===== src/rtl/calibration_record_validator_unit_defines.svh =====
// assertion macros for the calibration record validator
// used by the top level; no other dependencies
`ifndef CALIBRATION_RECORD_VALIDATOR_UNIT_DEFINES_SVH
`define CALIBRATION_RECORD_VALIDATOR_UNIT_DEFINES_SVH

`ifndef SYNTH

// same-cycle implication
`define CRV_ASSERT_IMPLIES(label, ante, cons) \
   label: assert property (@(posedge clock) disable iff (reset) (ante) |-> (cons)) \
      else $error("crv assertion failed");

// next-cycle implication
`define CRV_ASSERT_NEXT(label, ante, cons) \
   label: assert property (@(posedge clock) disable iff (reset) (ante) |=> (cons)) \
      else $error("crv assertion failed");

`else

`define CRV_ASSERT_IMPLIES(label, ante, cons)

`define CRV_ASSERT_NEXT(label, ante, cons)

`endif

`endif


===== src/rtl/crv_pkg.sv =====
// types, constants and the byte-wide crc step for the record validator
// no dependencies
package crv_pkg;

   localparam logic [31:0] CRC_SEED   = 32'hFFFF_FFFF;
   localparam logic [31:0] CRC_POLY   = 32'hEDB8_8320;
   // "EVCM" stored little-endian: byte k of the magic sits at [8k +: 8]
   localparam logic [31:0] MAGIC_WORD = 32'h4D43_5645;

   // record byte positions fit in this width
   localparam int POS_W = 6;

   localparam int CSR_ADDR_W = 3;
   localparam int CSR_DATA_W = 32;

   localparam logic REG_SUPPORTED_VERSION = 1'b0;
   localparam logic REG_EXPECTED_LENGTH   = 1'b1;

   typedef enum logic [2:0] {
      ST_OK            = 3'd0,
      ST_TOO_SHORT     = 3'd1,
      ST_NO_MAGIC      = 3'd2,
      ST_NEWER_VERSION = 3'd3,
      ST_BAD_LENGTH    = 3'd4,
      ST_CRC_MISMATCH  = 3'd5
   } status_type;

   typedef struct packed {
      logic [7:0]  supported_version;
      logic [15:0] expected_length;
   } cfg_type;

   typedef struct packed {
      status_type  status;
      logic [15:0] vcom_mv;
      logic [7:0]  record_version;
   } result_type;

   // reflected crc-32, one byte, eight bit steps
   function automatic logic [31:0] crc_byte(input logic [31:0] crc, input logic [7:0] b);
      logic [31:0] c;
      c = crc ^ {24'd0, b};
      for (int i = 0; i < 8; i++) begin
         c = c[0] ? ((c >> 1) ^ CRC_POLY) : (c >> 1);
      end
      return c;
   endfunction

endpackage


===== src/rtl/calibration_record_validator_unit.sv =====
// a marked last byte passes the input register stage, then its result is held in the result register stage
// throughput: one byte per cycle unless the input stalls; the crc runs as an eight-step unrolled byte update
// a held result stalls input only when the staged byte is a final byte
// reset (synchronous, active high) empties both stages, clears the record state
// and sets supported_version to 1 and expected_length to 2
`include "calibration_record_validator_unit_defines.svh"

module calibration_record_validator_unit import crv_pkg::*; #(
   parameter int RECORD_BYTES = 32,
   parameter int MAGIC_POS    = 0,
   parameter int VERSION_POS  = 4,
   parameter int LENGTH_POS   = 5,
   parameter int VCOM_POS     = 7,
   parameter int CRC_POS      = 28
) (
   input  logic                  clock,
   input  logic                  reset,
   // input byte channel
   input  logic                  req_valid,
   output logic                  req_stall,
   input  logic [7:0]            req_data_byte,
   input  logic                  req_last_byte,
   // result channel
   output logic                  rsp_valid,
   input  logic                  rsp_stall,
   output logic [2:0]            rsp_status,
   output logic [15:0]           rsp_vcom_mv,
   output logic [7:0]            rsp_record_version,
   // configuration port
   input  logic                  psel,
   input  logic                  penable,
   input  logic                  pwrite,
   input  logic [CSR_ADDR_W-1:0] paddr,
   input  logic [CSR_DATA_W-1:0] pwdata,
   output logic [CSR_DATA_W-1:0] prdata,
   output logic                  pready
);

   cfg_type    cfg;
   result_type result;

   // input register stage
   logic       s1_valid_ff, s1_valid_in;
   logic [7:0] s1_byte_ff;
   logic       s1_last_ff;
   logic       s1_load;
   logic       s1_advance;

   // result register stage
   logic       rsp_valid_ff, rsp_valid_in;
   status_type rsp_status_ff;
   logic [15:0] rsp_vcom_ff;
   logic [7:0]  rsp_version_ff;
   logic       rsp_fire;
   logic       rsp_new;

   crv_csr u_csr (
      .clock   (clock),
      .reset   (reset),
      .psel    (psel),
      .penable (penable),
      .pwrite  (pwrite),
      .paddr   (paddr),
      .pwdata  (pwdata),
      .prdata  (prdata),
      .pready  (pready),
      .cfg     (cfg)
   );

   // a byte that is not final never needs the result register, so it
   // always moves on; a final byte waits until the result slot frees up
   assign rsp_fire   = rsp_valid_ff && !rsp_stall;
   assign s1_advance = s1_valid_ff && (!s1_last_ff || !rsp_valid_ff || !rsp_stall);
   assign req_stall  = s1_valid_ff && !s1_advance;
   assign s1_load    = req_valid && !req_stall;
   assign rsp_new    = s1_advance && s1_last_ff;

   always_comb begin
      if (s1_load) begin
         s1_valid_in = 1'b1;
      end else if (s1_advance) begin
         s1_valid_in = 1'b0;
      end else begin
         s1_valid_in = s1_valid_ff;
      end
      rsp_valid_in = rsp_new || (rsp_valid_ff && !rsp_fire);
   end

   always_ff @(posedge clock) begin
      if (reset) begin
         s1_valid_ff  <= 1'b0;
         rsp_valid_ff <= 1'b0;
      end else begin
         s1_valid_ff  <= s1_valid_in;
         rsp_valid_ff <= rsp_valid_in;
      end
   end

   // payload registers, no reset
   always_ff @(posedge clock) begin
      if (s1_load) begin
         s1_byte_ff <= req_data_byte;
         s1_last_ff <= req_last_byte;
      end
      if (rsp_new) begin
         rsp_status_ff  <= result.status;
         rsp_vcom_ff    <= result.vcom_mv;
         rsp_version_ff <= result.record_version;
      end
   end

   // record state advances with each byte leaving the input stage
   crv_parser #(
      .RECORD_BYTES (RECORD_BYTES),
      .MAGIC_POS    (MAGIC_POS),
      .VERSION_POS  (VERSION_POS),
      .LENGTH_POS   (LENGTH_POS),
      .VCOM_POS     (VCOM_POS),
      .CRC_POS      (CRC_POS)
   ) u_parser (
      .clock     (clock),
      .reset     (reset),
      .step      (s1_advance),
      .data_byte (s1_byte_ff),
      .last_byte (s1_last_ff),
      .cfg       (cfg),
      .result    (result)
   );

   assign rsp_valid          = rsp_valid_ff;
   assign rsp_status         = rsp_status_ff;
   assign rsp_vcom_mv        = rsp_vcom_ff;
   assign rsp_record_version = rsp_version_ff;

   // input only backs up behind a final byte
   `CRV_ASSERT_IMPLIES(a_stall_only_on_last, req_stall, s1_valid_ff && s1_last_ff)
   // a passing record always carries a nonzero vcom
   `CRV_ASSERT_IMPLIES(a_ok_has_vcom, rsp_valid_ff && (rsp_status_ff == ST_OK), rsp_vcom_ff != 16'd0)
   // a failing record reports zero vcom and version
   `CRV_ASSERT_IMPLIES(a_fail_zero_fields, rsp_valid_ff && (rsp_status_ff != ST_OK), (rsp_vcom_ff == 16'd0) && (rsp_version_ff == 8'd0))
   // a byte that is not final creates no result
   `CRV_ASSERT_NEXT(a_no_result_mid_record, s1_valid_ff && !s1_last_ff && !rsp_valid_ff, !rsp_valid_ff)

endmodule


===== src/rtl/crv_csr.sv =====
// apb register file: supported version and expected length
// depends on crv_pkg
module crv_csr import crv_pkg::*; (
   input  logic                  clock,
   input  logic                  reset,
   input  logic                  psel,
   input  logic                  penable,
   input  logic                  pwrite,
   input  logic [CSR_ADDR_W-1:0] paddr,
   input  logic [CSR_DATA_W-1:0] pwdata,
   output logic [CSR_DATA_W-1:0] prdata,
   output logic                  pready,
   output cfg_type               cfg
);

   logic [7:0]  version_ff;
   logic [15:0] length_ff;
   logic        reg_idx;
   logic        wr_en;

   assign pready  = 1'b1;
   assign reg_idx = paddr[CSR_ADDR_W-1];
   assign wr_en   = psel && penable && pwrite && pready;

   always_ff @(posedge clock) begin
      if (reset) begin
         version_ff <= 8'd1;
         length_ff  <= 16'd2;
      end else if (wr_en) begin
         case (reg_idx)
            REG_SUPPORTED_VERSION: version_ff <= pwdata[7:0];
            REG_EXPECTED_LENGTH:   length_ff  <= pwdata[15:0];
            default: ;
         endcase
      end
   end

   always_comb begin
      case (reg_idx)
         REG_SUPPORTED_VERSION: prdata = {24'd0, version_ff};
         REG_EXPECTED_LENGTH:   prdata = {16'd0, length_ff};
         default:               prdata = '0;
      endcase
   end

   assign cfg.supported_version = version_ff;
   assign cfg.expected_length   = length_ff;

endmodule


===== src/rtl/crv_parser.sv =====
// record state: crc, magic check, field capture and final status
// depends on crv_pkg
module crv_parser import crv_pkg::*; #(
   parameter int RECORD_BYTES = 32,
   parameter int MAGIC_POS    = 0,
   parameter int VERSION_POS  = 4,
   parameter int LENGTH_POS   = 5,
   parameter int VCOM_POS     = 7,
   parameter int CRC_POS      = 28
) (
   input  logic       clock,
   input  logic       reset,
   input  logic       step,
   input  logic [7:0] data_byte,
   input  logic       last_byte,
   input  cfg_type    cfg,
   output result_type result
);

   localparam int IDX_W = $clog2(RECORD_BYTES + 1);

   logic [IDX_W-1:0] byte_idx_ff, byte_idx_in;
   logic [31:0]      crc_ff, crc_in;
   logic             magic_ok_ff, magic_ok_in;
   logic [7:0]       version_ff, version_in;
   logic [15:0]      length_ff, length_in;
   logic [15:0]      vcom_ff, vcom_in;
   logic [31:0]      stored_crc_ff, stored_crc_in;
   logic             in_rec;
   logic [POS_W-1:0] idx_x;
   status_type       status;

   always_comb begin
      in_rec        = byte_idx_ff < IDX_W'(RECORD_BYTES);
      idx_x         = POS_W'(byte_idx_ff);
      byte_idx_in   = byte_idx_ff;
      crc_in        = crc_ff;
      magic_ok_in   = magic_ok_ff;
      version_in    = version_ff;
      length_in     = length_ff;
      vcom_in       = vcom_ff;
      stored_crc_in = stored_crc_ff;
      if (in_rec) begin
         if (idx_x < POS_W'(CRC_POS)) begin
            crc_in = crc_byte(crc_ff, data_byte);
         end
         for (int k = 0; k < 4; k++) begin
            if (idx_x == POS_W'(MAGIC_POS + k) && data_byte != MAGIC_WORD[8*k +: 8]) begin
               magic_ok_in = 1'b0;
            end
            if (idx_x == POS_W'(CRC_POS + k)) begin
               stored_crc_in[8*k +: 8] = data_byte;
            end
         end
         for (int k = 0; k < 2; k++) begin
            if (idx_x == POS_W'(LENGTH_POS + k)) begin
               length_in[8*k +: 8] = data_byte;
            end
            if (idx_x == POS_W'(VCOM_POS + k)) begin
               vcom_in[8*k +: 8] = data_byte;
            end
         end
         if (idx_x == POS_W'(VERSION_POS)) begin
            version_in = data_byte;
         end
         byte_idx_in = byte_idx_ff + 1'b1;
      end

      // checks in priority order: too short, magic, version, length, crc, then a zero vcom, reported as bad length
      if (byte_idx_in < IDX_W'(RECORD_BYTES)) begin
         status = ST_TOO_SHORT;
      end else if (!magic_ok_in) begin
         status = ST_NO_MAGIC;
      end else if (version_in > cfg.supported_version) begin
         status = ST_NEWER_VERSION;
      end else if (length_in != cfg.expected_length) begin
         status = ST_BAD_LENGTH;
      end else if (stored_crc_in != (crc_in ^ CRC_SEED)) begin
         status = ST_CRC_MISMATCH;
      end else if (vcom_in == 16'd0) begin
         status = ST_BAD_LENGTH;
      end else begin
         status = ST_OK;
      end

      result.status         = status;
      result.vcom_mv        = (status == ST_OK) ? vcom_in : 16'd0;
      result.record_version = (status == ST_OK) ? version_in : 8'd0;
   end

   // the final byte of a record returns the state to its cleared form
   always_ff @(posedge clock) begin
      if (reset || (step && last_byte)) begin
         byte_idx_ff   <= '0;
         crc_ff        <= CRC_SEED;
         magic_ok_ff   <= 1'b1;
         version_ff    <= '0;
         length_ff     <= '0;
         vcom_ff       <= '0;
         stored_crc_ff <= '0;
      end else if (step) begin
         byte_idx_ff   <= byte_idx_in;
         crc_ff        <= crc_in;
         magic_ok_ff   <= magic_ok_in;
         version_ff    <= version_in;
         length_ff     <= length_in;
         vcom_ff       <= vcom_in;
         stored_crc_ff <= stored_crc_in;
      end
   end

endmodule

===== config.mk =====
export PLATFORM = sky130hd
export DESIGN_NAME = calibration_record_validator_unit
export DESIGN_NICKNAME = d
export VERILOG_FILES = /design/src/rtl/crv_pkg.sv /design/src/rtl/calibration_record_validator_unit.sv /design/src/rtl/crv_csr.sv /design/src/rtl/crv_parser.sv
export VERILOG_INCLUDE_DIRS = /design/src /design/src/rtl
export SDC_FILE = /design/constraint.sdc
export NUM_CORES = 1
export LEC_CHECK = 0
export BUFFER_PORTS_ARGS = -buffer_cell sky130_fd_sc_hd__buf_4
export CAP_MARGIN = 20
export CORE_UTILIZATION = 23
export CTS_CLUSTER_SIZE = 40
export DETAILED_ROUTE_END_ITERATION = 10
export GPL_ROUTABILITY_DRIVEN = 1
export HOLD_SLACK_MARGIN = 0.02
export PLACE_DENSITY_LB_ADDON = 0.08
export SETUP_SLACK_MARGIN = 0.3
export SLEW_MARGIN = 20
export SYNTH_ARGS = -nofsm -noshare
export SYNTH_HDL_FRONTEND = slang
export SYNTH_SLANG_ARGS = --single-unit

===== constraint.sdc =====
create_clock -name clock -period 6.7 [get_ports clock]
set_input_delay 1.34 -clock clock [delete_from_list [all_inputs] [get_ports clock]]
set_output_delay 1.34 -clock clock [all_outputs]
set_load 0.01 [all_outputs]

Yosys cells after proc, flatten, opt, wreduce, memory -nomap -nowiden
Cells that the tools add are included.
{"block": "word_totals", "reg_bits": 173, "word_cells": 116, "in_bits": 51}
{"block": "op_classes", "muxes": 38, "bitwise": 11, "n_reduce_logical": 28, "n_eq_ne": 18, "order_cmp": 4, "add_sub_neg": 1}
{"cell": "32-bit 2-to-1 mux", "count": 11}
{"cell": "13-bit inverter with 14-bit output", "count": 8}
{"cell": "8-bit 2-to-1 mux", "count": 10}
{"cell": "32-bit case mux with 2 select lines", "count": 1}
{"cell": "16-bit 2-to-1 mux", "count": 2}
{"cell": "32-bit != test", "count": 1}
{"cell": "8-bit by 7-bit != test with 1-bit output, second input constant", "count": 4}
{"cell": "32-bit inverter", "count": 1}
{"cell": "32-bit by 8-bit bitwise XOR with 32-bit output", "count": 1}
{"cell": "6-bit by 3-bit equality test with 1-bit output, second input constant", "count": 4}
{"cell": "6-bit by 5-bit equality test with 1-bit output, second input constant", "count": 4}
{"cell": "3-bit 2-to-1 mux", "count": 6}
{"cell": "16-bit zero test", "count": 1}
{"cell": "16-bit != test", "count": 1}
{"cell": "6-bit by 2-bit equality test with 1-bit output, second input constant", "count": 2}
{"cell": "1-bit logical AND", "count": 12}
{"cell": "6-bit < comparator, second input constant", "count": 2}
{"cell": "8-bit > comparator", "count": 1}
{"cell": "1-bit 2-to-1 mux", "count": 7}
{"cell": "6-bit by 1-bit adder with 6-bit output, second input constant", "count": 1}
{"cell": "6-bit by 1-bit equality test with 1-bit output, second input constant", "count": 1}
{"cell": "6-bit by 4-bit equality test with 1-bit output, second input constant", "count": 1}
{"cell": "1-bit zero test", "count": 6}
{"cell": "6-bit zero test", "count": 1}
{"cell": "7 further kinds", "count": 11}

Logic depth before layout (Yosys ltp)
Gate-level depths: netlist of run 1.
{"block": "depth", "word_depth": 27, "mapped_depth": 17, "ltp_nobuf": 15}

Hierarchy
From an unflattened synthesis of run 1, not the netlist that was laid out.
{"block": "hier_totals", "hier_cells": 1079, "area_unflattened_um2": 10405.0}
{"module": "crv_parser", "n_inst": 1, "cells_per_inst": 894, "area_per_inst_um2": 7880.1}
{"module": "crv_csr", "n_inst": 1, "cells_per_inst": 136, "area_per_inst_um2": 1351.3}
{"module": "calibration_record_validator_unit", "n_inst": 1, "cells_per_inst": 49, "area_per_inst_um2": 1173.6}

Worst setup path before layout of run 1
OpenSTA, ideal clock, no wires.
{"block": "synth_timing", "path_type": "flip-flop to flip-flop", "startpoint": "reg u_parser.byte_idx_ff[5]", "endpoint": "reg rsp_vcom_ff[10] (netlist: rsp_vcom_mv[10]) (data pin)", "path_stages_with_launch": 17, "slack_ns": 3.245, "t_arrival_ns": 3.180, "path_buffers": 2, "path_cell_list": "dfxtp_1 -> clkbuf_1 -> nor4b_2 -> nand2_1 -> mux2i_1 -> inv_1 -> ha_1 -> nor2b_1 -> o21ai_0 -> nand2b_1 -> a21oi_1 -> o21ai_0 -> o21a_1 -> nor2_1 -> nand2_1 -> clkbuf_1 -> nor3_1"}
{"block": "synth_between", "word_cells_on_any_way": 54}
{"item": "from (decl)", "line_no": "crv_parser.sv:22", "text": "logic [IDX_W-1:0] byte_idx_ff, byte_idx_in;"}
{"item": "from (signal assigned)", "line_no": "crv_parser.sv:102", "text": "byte_idx_ff <= byte_idx_in;"}
{"item": "parallel branches: the longest is 2 deep, another holds 6-bit < comparator"}
{"item": "8-bit 2-to-1 mux (*)", "line_no": "crv_parser.sv:43", "text": "if (in_rec) begin"}
{"item": "net u_parser.version_in[1]", "line_no": "crv_parser.sv:25", "text": "logic [7:0] version_ff, version_in;"}
{"item": "8-bit > comparator (*)", "line_no": "crv_parser.sv:74", "text": "end else if (version_in > cfg.supported_version) begin"}
{"item": "3-bit 2-to-1 mux (*)", "line_no": "crv_parser.sv:74"}
{"item": "3-bit 2-to-1 mux (*)", "line_no": "crv_parser.sv:72", "text": "end else if (!magic_ok_in) begin"}
{"item": "3-bit 2-to-1 mux (*)", "line_no": "crv_parser.sv:70", "text": "if (byte_idx_in < IDX_W'(RECORD_BYTES)) begin"}
{"item": "3-bit zero test (*)", "line_no": "crv_parser.sv:87", "text": "result.vcom_mv = (status == ST_OK) ? vcom_in : 16'd0;"}
{"item": "to (signal assigned)", "line_no": "calibration_record_validator_unit.sv:107", "text": "rsp_vcom_ff <= result.vcom_mv;"}
{"item": "to (decl)", "line_no": "calibration_record_validator_unit.sv:52", "text": "logic [15:0] rsp_vcom_ff;"}
Mark *: on every way through the listed nets, which the timed path passes.
A chain may end at the register's enable or synchronous reset.

Final worst setup path of run 1
{"block": "layout_timing", "startpoint": "reg u_parser.byte_idx_ff[2]", "endpoint": "reg rsp_vcom_ff[6] (netlist: rsp_vcom_mv[6]) (data pin)"}
The elaborated chain is that of the path after synthesis.

==> results of run 1 <==
==> metal layers <==
metal | GRT usage (%) | wire, microns
met5 | 0 | 0
met4 | 4.35 | 493
met3 | 2.38 | 1030
met2 | 24.0 | 15400
met1 | 22.1 | 17000
==> layout make-up <==
| type | count | area [sq um] | share of cell area [%] |
|---|---|---|---|
| tap | 585 | 732 | 6.18 |
| clock buffer | 20 | 478 | 4.03 |
| timing repair buffer | 93 | 698 | 5.89 |
| multi-input combinational | 888 | 5870 | 49.6 |
| clock inverter | 12 | 144 | 1.21 |
| inverter | 27 | 101 | 0.855 |
| sequential | 173 | 3820 | 32.3 |
==> power breakdown <==
| group | switching (W) | internal (W) | total [W] |
|---|---|---|---|
| clock network | 0.000485 | 0.000602 | 0.00109 |
| logic | 0.000498 | 0.000368 | 0.000866 |
| registers | 0.0000376 | 0.00109 | 0.00113 |
==> state kept, by name, indices dropped and copies added (netlist names) <==
name,flops
u_parser.version_ff,8
rsp_valid,1
s1_last_ff,1
rsp_vcom_mv,16
u_parser.magic_ok_ff,1
u_parser.crc_ff,32
rsp_status,3
rsp_record_version,8
u_csr.length_ff,16
u_parser.vcom_ff,16
u_csr.version_ff,8
u_parser.byte_idx_ff,6
s1_byte_ff,8
u_parser.stored_crc_ff,32
s1_valid_ff,1
u_parser.length_ff,16
==> worst max-delay path, delay by kind of cell (launching register included) <==
kind / cells / cell delay (ns)
and+or+nand+nor: 5 / 2.37
AOI/OAI and AO/OA: 5 / 0.70
DFF: 1 / 0.52
muxes: 1 / 0.41
adders and majority gates: 1 / 0.30
buffers and inverters: 1 / 0.10
==> cell usage in the layout, fill, tap and decap left out, drive strengths merged, types with 4 or more instances in the layout <==
| cell type | n |
|---|---|
| o211ai | 26 |
| xor2 | 32 |
| nor4 | 13 |
| conb | 17 |
| nor2b | 4 |
| nand4 | 12 |
| mux2 | 4 |
| mux2i | 72 |
| nor2 | 52 |
| ha | 12 |
| edfxtp | 36 |
| or4 | 4 |
| xnor3 | 16 |
| a2111oi | 4 |
| nand2 | 252 |
| nand3 | 24 |
| o21ai | 33 |
| a211oi | 14 |
| and3 | 8 |
| o22ai | 4 |
| buf | 93 |
| clkbuf | 20 |
| a31oi | 4 |
| a21o | 4 |
| xnor2 | 73 |
| and2 | 13 |
| a211o | 4 |
| nor3 | 33 |
| dfxtp | 137 |
| inv | 34 |
| a21oi | 99 |
| nand3b | 4 |
==> final timing paths <==
path	from	to	slack, ns	depth (start not counted)
setup reg to reg	u_parser.byte_idx_ff[2]	rsp_vcom_mv[6]	2.09	13
hold / removal	u_csr.version_ff[6]	u_csr.version_ff[6]	0.45	2
hold reg to reg	u_csr.version_ff[6]	u_csr.version_ff[6]	0.45	2
setup / recovery	u_parser.byte_idx_ff[2]	rsp_vcom_mv[6]	2.09	13
==> cells by family (layout without fill, tap and decap cells) <==
family	count (synthesis)	count (layout)	share of synthesized area (%)
muxes	76	76	7.54
xor gates and xnor gates	124	124	14.6
DFF	173	173	37.6
buffers and inverters	118	152	5.31
adders and majority gates	12	12	1.48
other	2	17	0.0739
and+or+nand+nor	439	439	19.9
AOI/OAI and AO/OA	220	220	13.5
==> per-stage QoR <==
step / area [sq um] / setup WS, ns / total power (W)
2_1_floorplan: 10200 / 3.25 / 0.00178
3_3_place_gp: 11200 / 2.03 / 0.00203
3_5_place_dp: 11200 / 1.98 / 0.00202
4_1_cts: 11900 / 1.98 / 0.00313
5_1_grt: 11900 / 1.56 / 0.00324
6_report: 11900 / 2.09 / 0.00308
==> results.cfg, run 1 <==
[outcome]
status = completed

[clocking]
clock_latency_ns = 0.46
ctsResizeCount = 0
cts_buffer_depth = 2
cts_buffers = 17
postCtsHoldBufs = 0
clockRootBuffer = clkbuf_16
htree_levels = 4
postCtsSetupBuffers = 0
cts_sinks = 173
cts_tree = built
clk_pin_slew_ns = 0.08

[logic_synthesis]
ys_ff_latch = 173
ys_warn_count = 0
synthDistinctLibCells = 72
ys_top_cells_by_area = dfxtp_1 (27%), edfxtp_1 (11%), nand2_1 (9.3%)
synth_seq_area_share_pct = 37.6
yosys.area.top_type = dfxtp_1
synth_area_sq_um = 10200
syn-mean-instance-area_sq_um = 8.73
yosys_most_used_dff = dfxtp_1
yosys.cell_count.top_type = nand2_1
synthArstFlopShare_pct = 0
synth-edff-count = 36
netlist_instances = 1164
synth_top_area_share_pct = 27.0
synthTopCellsByCount = nand2_1 (252), dfxtp_1 (137), a21oi_1 (99)

[sta]
slew_headroom_pct = 26.6
post-route-min-period_ns = 4.61
worst_pin_slew_ns = 1.10
skew_ns = 0.0195
setup_violations = 0
fmax_mhz = 217
rsz0062_at_grt = no
setup_tns_ns = 0
maxSlewViolCount = 0
post-route-period-util_pct = 68.8
finalHoldViolCount = 0
timing.hold.ws_ns = 0.454

[die]
boundaryPins = 113
die_w_microns = 212
start_util_pct = 23.5
fp-row-count = 76
die_area_sq_um = 45000
die_h_microns = 212
core_area_sq_um = 43300

[layout]
fin_cells = 1798
fin_nets = 1263
utilization_pct = 27.4
fill_cells = 4670
diodes = 0
area_growth_pct = 16.7
drive_above_1_share_pct = 13.4

[detailed_routing]
vias_per_cell = 4.53
drt_iter0_markers = 459
dr.pass1.iters = 5
avgRoutedWirePerCell_microns = 18.9
postRouteAntennaNets = 0
drcViolationCount = 0
vias = 8149
wirelength_microns = 34000

[place]
dp.cells = 1766
dp_hpwl_microns = 23300
portBuffers = 77
place.gp.congestion = 0.846

[power]
vdd.ir_drop.worst_v = 0.000170
powerDensity_nw_per_um2 = 260
leakagePower_nw = 4.68

[job]
drv_cap = 0

[min_path]
worstHoldPathType = flop to flop

[setup_path]
start_kind = flop
max_stage_delay_ns = 0.69
path_class = flop to flop
crit_chain = nor4b_2 -> nand2_1 -> mux2i_1 -> inv_1 -> ha_1 -> a21o_1 -> a21o_1 -> a21oi_1 -> o21ai_0 -> o21a_1 -> nor2_1 -> nand2_1 -> nor3_1
end_kind = flop
worst_ep_required_time_ns = 6.96
critical_path_arrival_ns = 4.88
crit_slowest_cell = nor4b_2
cp_max_fo = 25

[grt]
grt_pass1_wl_microns = 51600
overflow = 0
antenna_found_initial = 0
grtUsageTotal_pct = 15.5
grt_pass1_vias = 7986
grt_max_degree = 54
(Power assumes the default switching activity.)
==> inputs of run 2 (changes only) <==
--- a/config.mk
+++ b/config.mk
@@ -6,6 +6,7 @@
 export SDC_FILE = /design/constraint.sdc
 export NUM_CORES = 1
 export LEC_CHECK = 0
+export ABC_AREA = 1
 export BUFFER_PORTS_ARGS = -buffer_cell sky130_fd_sc_hd__buf_4
 export CAP_MARGIN = 20
 export CORE_UTILIZATION = 23
==> constraint.sdc (replaced) <==
create_clock -name clock -period 4.1 [get_ports clock]
set_input_delay 0.82 -clock clock [delete_from_list [all_inputs] [get_ports clock]]
set_output_delay 0.82 -clock clock [all_outputs]
set_load 0.01 [all_outputs]
==> results.cfg, run 2 <==
[detailed_routing]
wirelength_microns = 38300
vias = 10400
avgRoutedWirePerCell_microns = 16.3
drt_iter0_markers = 625
drcViolationCount = 0
vias_per_cell = 4.43
postRouteAntennaNets = 0
dr.pass1.iters = 6

[clocking]
clk_pin_slew_ns = 0.07
clockRootBuffer = clkbuf_16
cts_buffers = 17
cts_sinks = 173
cts_buffer_depth = 2
cts_tree = built
htree_levels = 4
postCtsHoldBufs = 0
clock_latency_ns = 0.47

[sta]
skew_ns = 0.0113
setup_violations = 0
fmax_mhz = 279
post-route-period-util_pct = 87.3
maxSlewViolCount = 0
post-route-min-period_ns = 3.58
worst_pin_slew_ns = 0.964
finalHoldViolCount = 0
finalWorstSetupSlack_ns = 0.519
timing.hold.ws_ns = 0.496
slew_headroom_pct = 35.7
setup_tns_ns = 0
rsz0062_at_grt = no

[die]
core_area_sq_um = 45600
die_h_microns = 218
die_w_microns = 218
boundaryPins = 113
die_area_sq_um = 47300
start_util_pct = 23.4
fp-row-count = 78

[grt]
grt_pass1_wl_microns = 58500
antenna_found_initial = 2
grt_pass1_vias = 9813
overflow = 0
grtUsageTotal_pct = 16.5
grt_max_degree = 78

[logic_synthesis]
synthDistinctLibCells = 42
netlist_instances = 1670
synthTopCellsByCount = nand2_1 (503), inv_1 (245), o21ai_0 (168)
ys_ff_latch = 173
yosys.cell_count.top_type = nand2_1
syn-mean-instance-area_sq_um = 6.40
yosys_most_used_dff = dfxtp_1
synth-edff-count = 36
yosys.area.top_type = dfxtp_1
ys_top_cells_by_area = dfxtp_1 (26%), nand2_1 (18%), edfxtp_1 (10%)
synth_top_area_share_pct = 25.7
ys_warn_count = 0
synthArstFlopShare_pct = 0
synth_area_sq_um = 10700
synth_seq_area_share_pct = 35.8

[setup_path]
r2r_cells = 14
start_kind = flop
r2r_start = u_parser.byte_idx_ff[0]
reg2reg_to = rsp_vcom_mv[5]
worst_ep_required_time_ns = 4.40
critical_path_arrival_ns = 3.88
cp_max_fo = 15
path_class = flop to flop
end_kind = flop
r2r_slack_ns = 0.52

[power]
netSwitchingFraction_pct = 34.3
seqPwrFrac_pct = 41.2
powerDensity_nw_per_um2 = 363
leakagePower_nw = 6.70
pwr-share-clk_pct = 35.6
combPwrFrac_pct = 23.2
p_int_w = 0.00299
vdd.ir_drop.worst_v = 0.000277
p_switching_w = 0.00156

[layout]
reg.largest.list = u_parser.crc_ff: 32 flops, u_parser.stored_crc_ff: 32 flops
utilization_pct = 27.5
final_cell_mix = nand2_1 (499), inv_1 (244), o21ai_0 (167)
diodes = 0
drive_above_1_share_pct = 12.1
fin_nets = 1799
area_growth_pct = 17.4
fill_cells = 5075
design_area_sq_um = 12500
final_common_cell = nand2_1

[min_path]
hp-start = u_csr.version_ff[2]
whs_endpoint = u_csr.version_ff[2]
whs_path_depth = 2
worstHoldPathType = flop to flop

[place]
dpl_cell_area_sq_um = 12000
dp_worst_setup_slack_ns = 0.441
portBuffers = 77
place.gp.congestion = 0.805
dp_hpwl_microns = 27100

[outcome]
status = completed

[job]
drv_cap = 0
## run 2: cell types whose count changed after synthesis, sizes merged, moves of 12 or more
cell    before  now
inv         27  258
xnor3       16    0
nor4        13    1
clkbuf      58   44
nand3       24  124
mux2i       72    0
xnor2       73    8
xor2        32    8
a211oi      14    0
nor2        52  115
buf         33   47
and2        13    1
nand2      252  514
o21ai       33  182
## run 2: worst max-delay path by stage
stage                             from  cells past startpoint         endpoint  slack [ns]
2_1_floorplan  u_parser.byte_idx_ff[0]                     16  rsp_vcom_mv[10]        0.92
3_3_place_gp   u_parser.byte_idx_ff[0]                     16    rsp_status[2]        0.51
3_5_place_dp   u_parser.byte_idx_ff[0]                     16    rsp_status[2]        0.44
4_1_cts        u_parser.byte_idx_ff[0]                     16    rsp_status[2]        0.42
5_1_grt        u_parser.byte_idx_ff[0]                     14   rsp_vcom_mv[5]        0.32
6_report       u_parser.byte_idx_ff[0]                     14   rsp_vcom_mv[5]        0.52
## run 2: area by class of cell
type | count | area (sq um) | share of cell area [%]
timing repair buffer | 123 | 948 | 7.56
clock inverter | 14 | 118 | 0.938
inverter | 258 | 976 | 7.78
tap | 600 | 751 | 5.99
clock buffer | 18 | 429 | 3.42
multi-input combinational | 1163 | 5500 | 43.8
sequential | 173 | 3820 | 30.5
## run 2: logic make-up after synthesis
kind of cell	synth area share (%)
AOI/OAI and AO/OA	15.5
xor gates and xnor gates	1.31
adders and majority gates	1.41
buffers and inverters	13.5
DFF	35.8
other	0.0703
and+or+nand+nor	32.4
## run 2: routing by layer
layer | part of all wire (%) | GRT usage, % | vias to the layer above | wire (microns)
met5 | 0 | 0 | - | 0
met1 | 49 | 22.2 | 4744 | 18900
met3 | 3.1 | 2.52 | 50 | 1180
met2 | 45 | 25.9 | 199 | 17100
met4 | 2.9 | 7.35 | 0 | 1110
li1 | - | - | 5420 | -
## run 2: timing repair
item	in CTS	in global routing
setup endpoints to repair	0	26
buffers inserted	0	2
gates resized for setup	0	4
## run 2: worst max-delay path, stage by stage, from the launching register on
cell and delay, ns:
dfxtp_1 0.33, inv_1 0.15, ha_1 0.27, nand4_1 0.70, o21ai_0 0.52, inv_1 0.10
nand3_1 0.09, nand2_1 0.12, nor2_1 0.12, nand2_1 0.10, nor2_1 0.19, buf_4 0.16
nand4_4 0.14, buf_4 0.25, nor3_2 0.15
## run 2: through the flow
step | cells | total power, W
floorplan | 1685 | 0.00261
global placement | 2315 | 0.00296
detailed placement | 2315 | 0.00297
CTS | 2347 | 0.00463
global route | 2349 | 0.00483
finish | 2349 | 0.00455
## run 2: power groups by stage
stage,combinational (W),sequential [W],clock [W]
final,0.00106,0.00187,0.00162
after global routing,0.00121,0.00188,0.00175
after CTS,0.00106,0.00187,0.00169
after detailed placement,0.00105,0.00191,0
after global placement,0.00105,0.00191,0
after floorplan,0.000724,0.00189,0
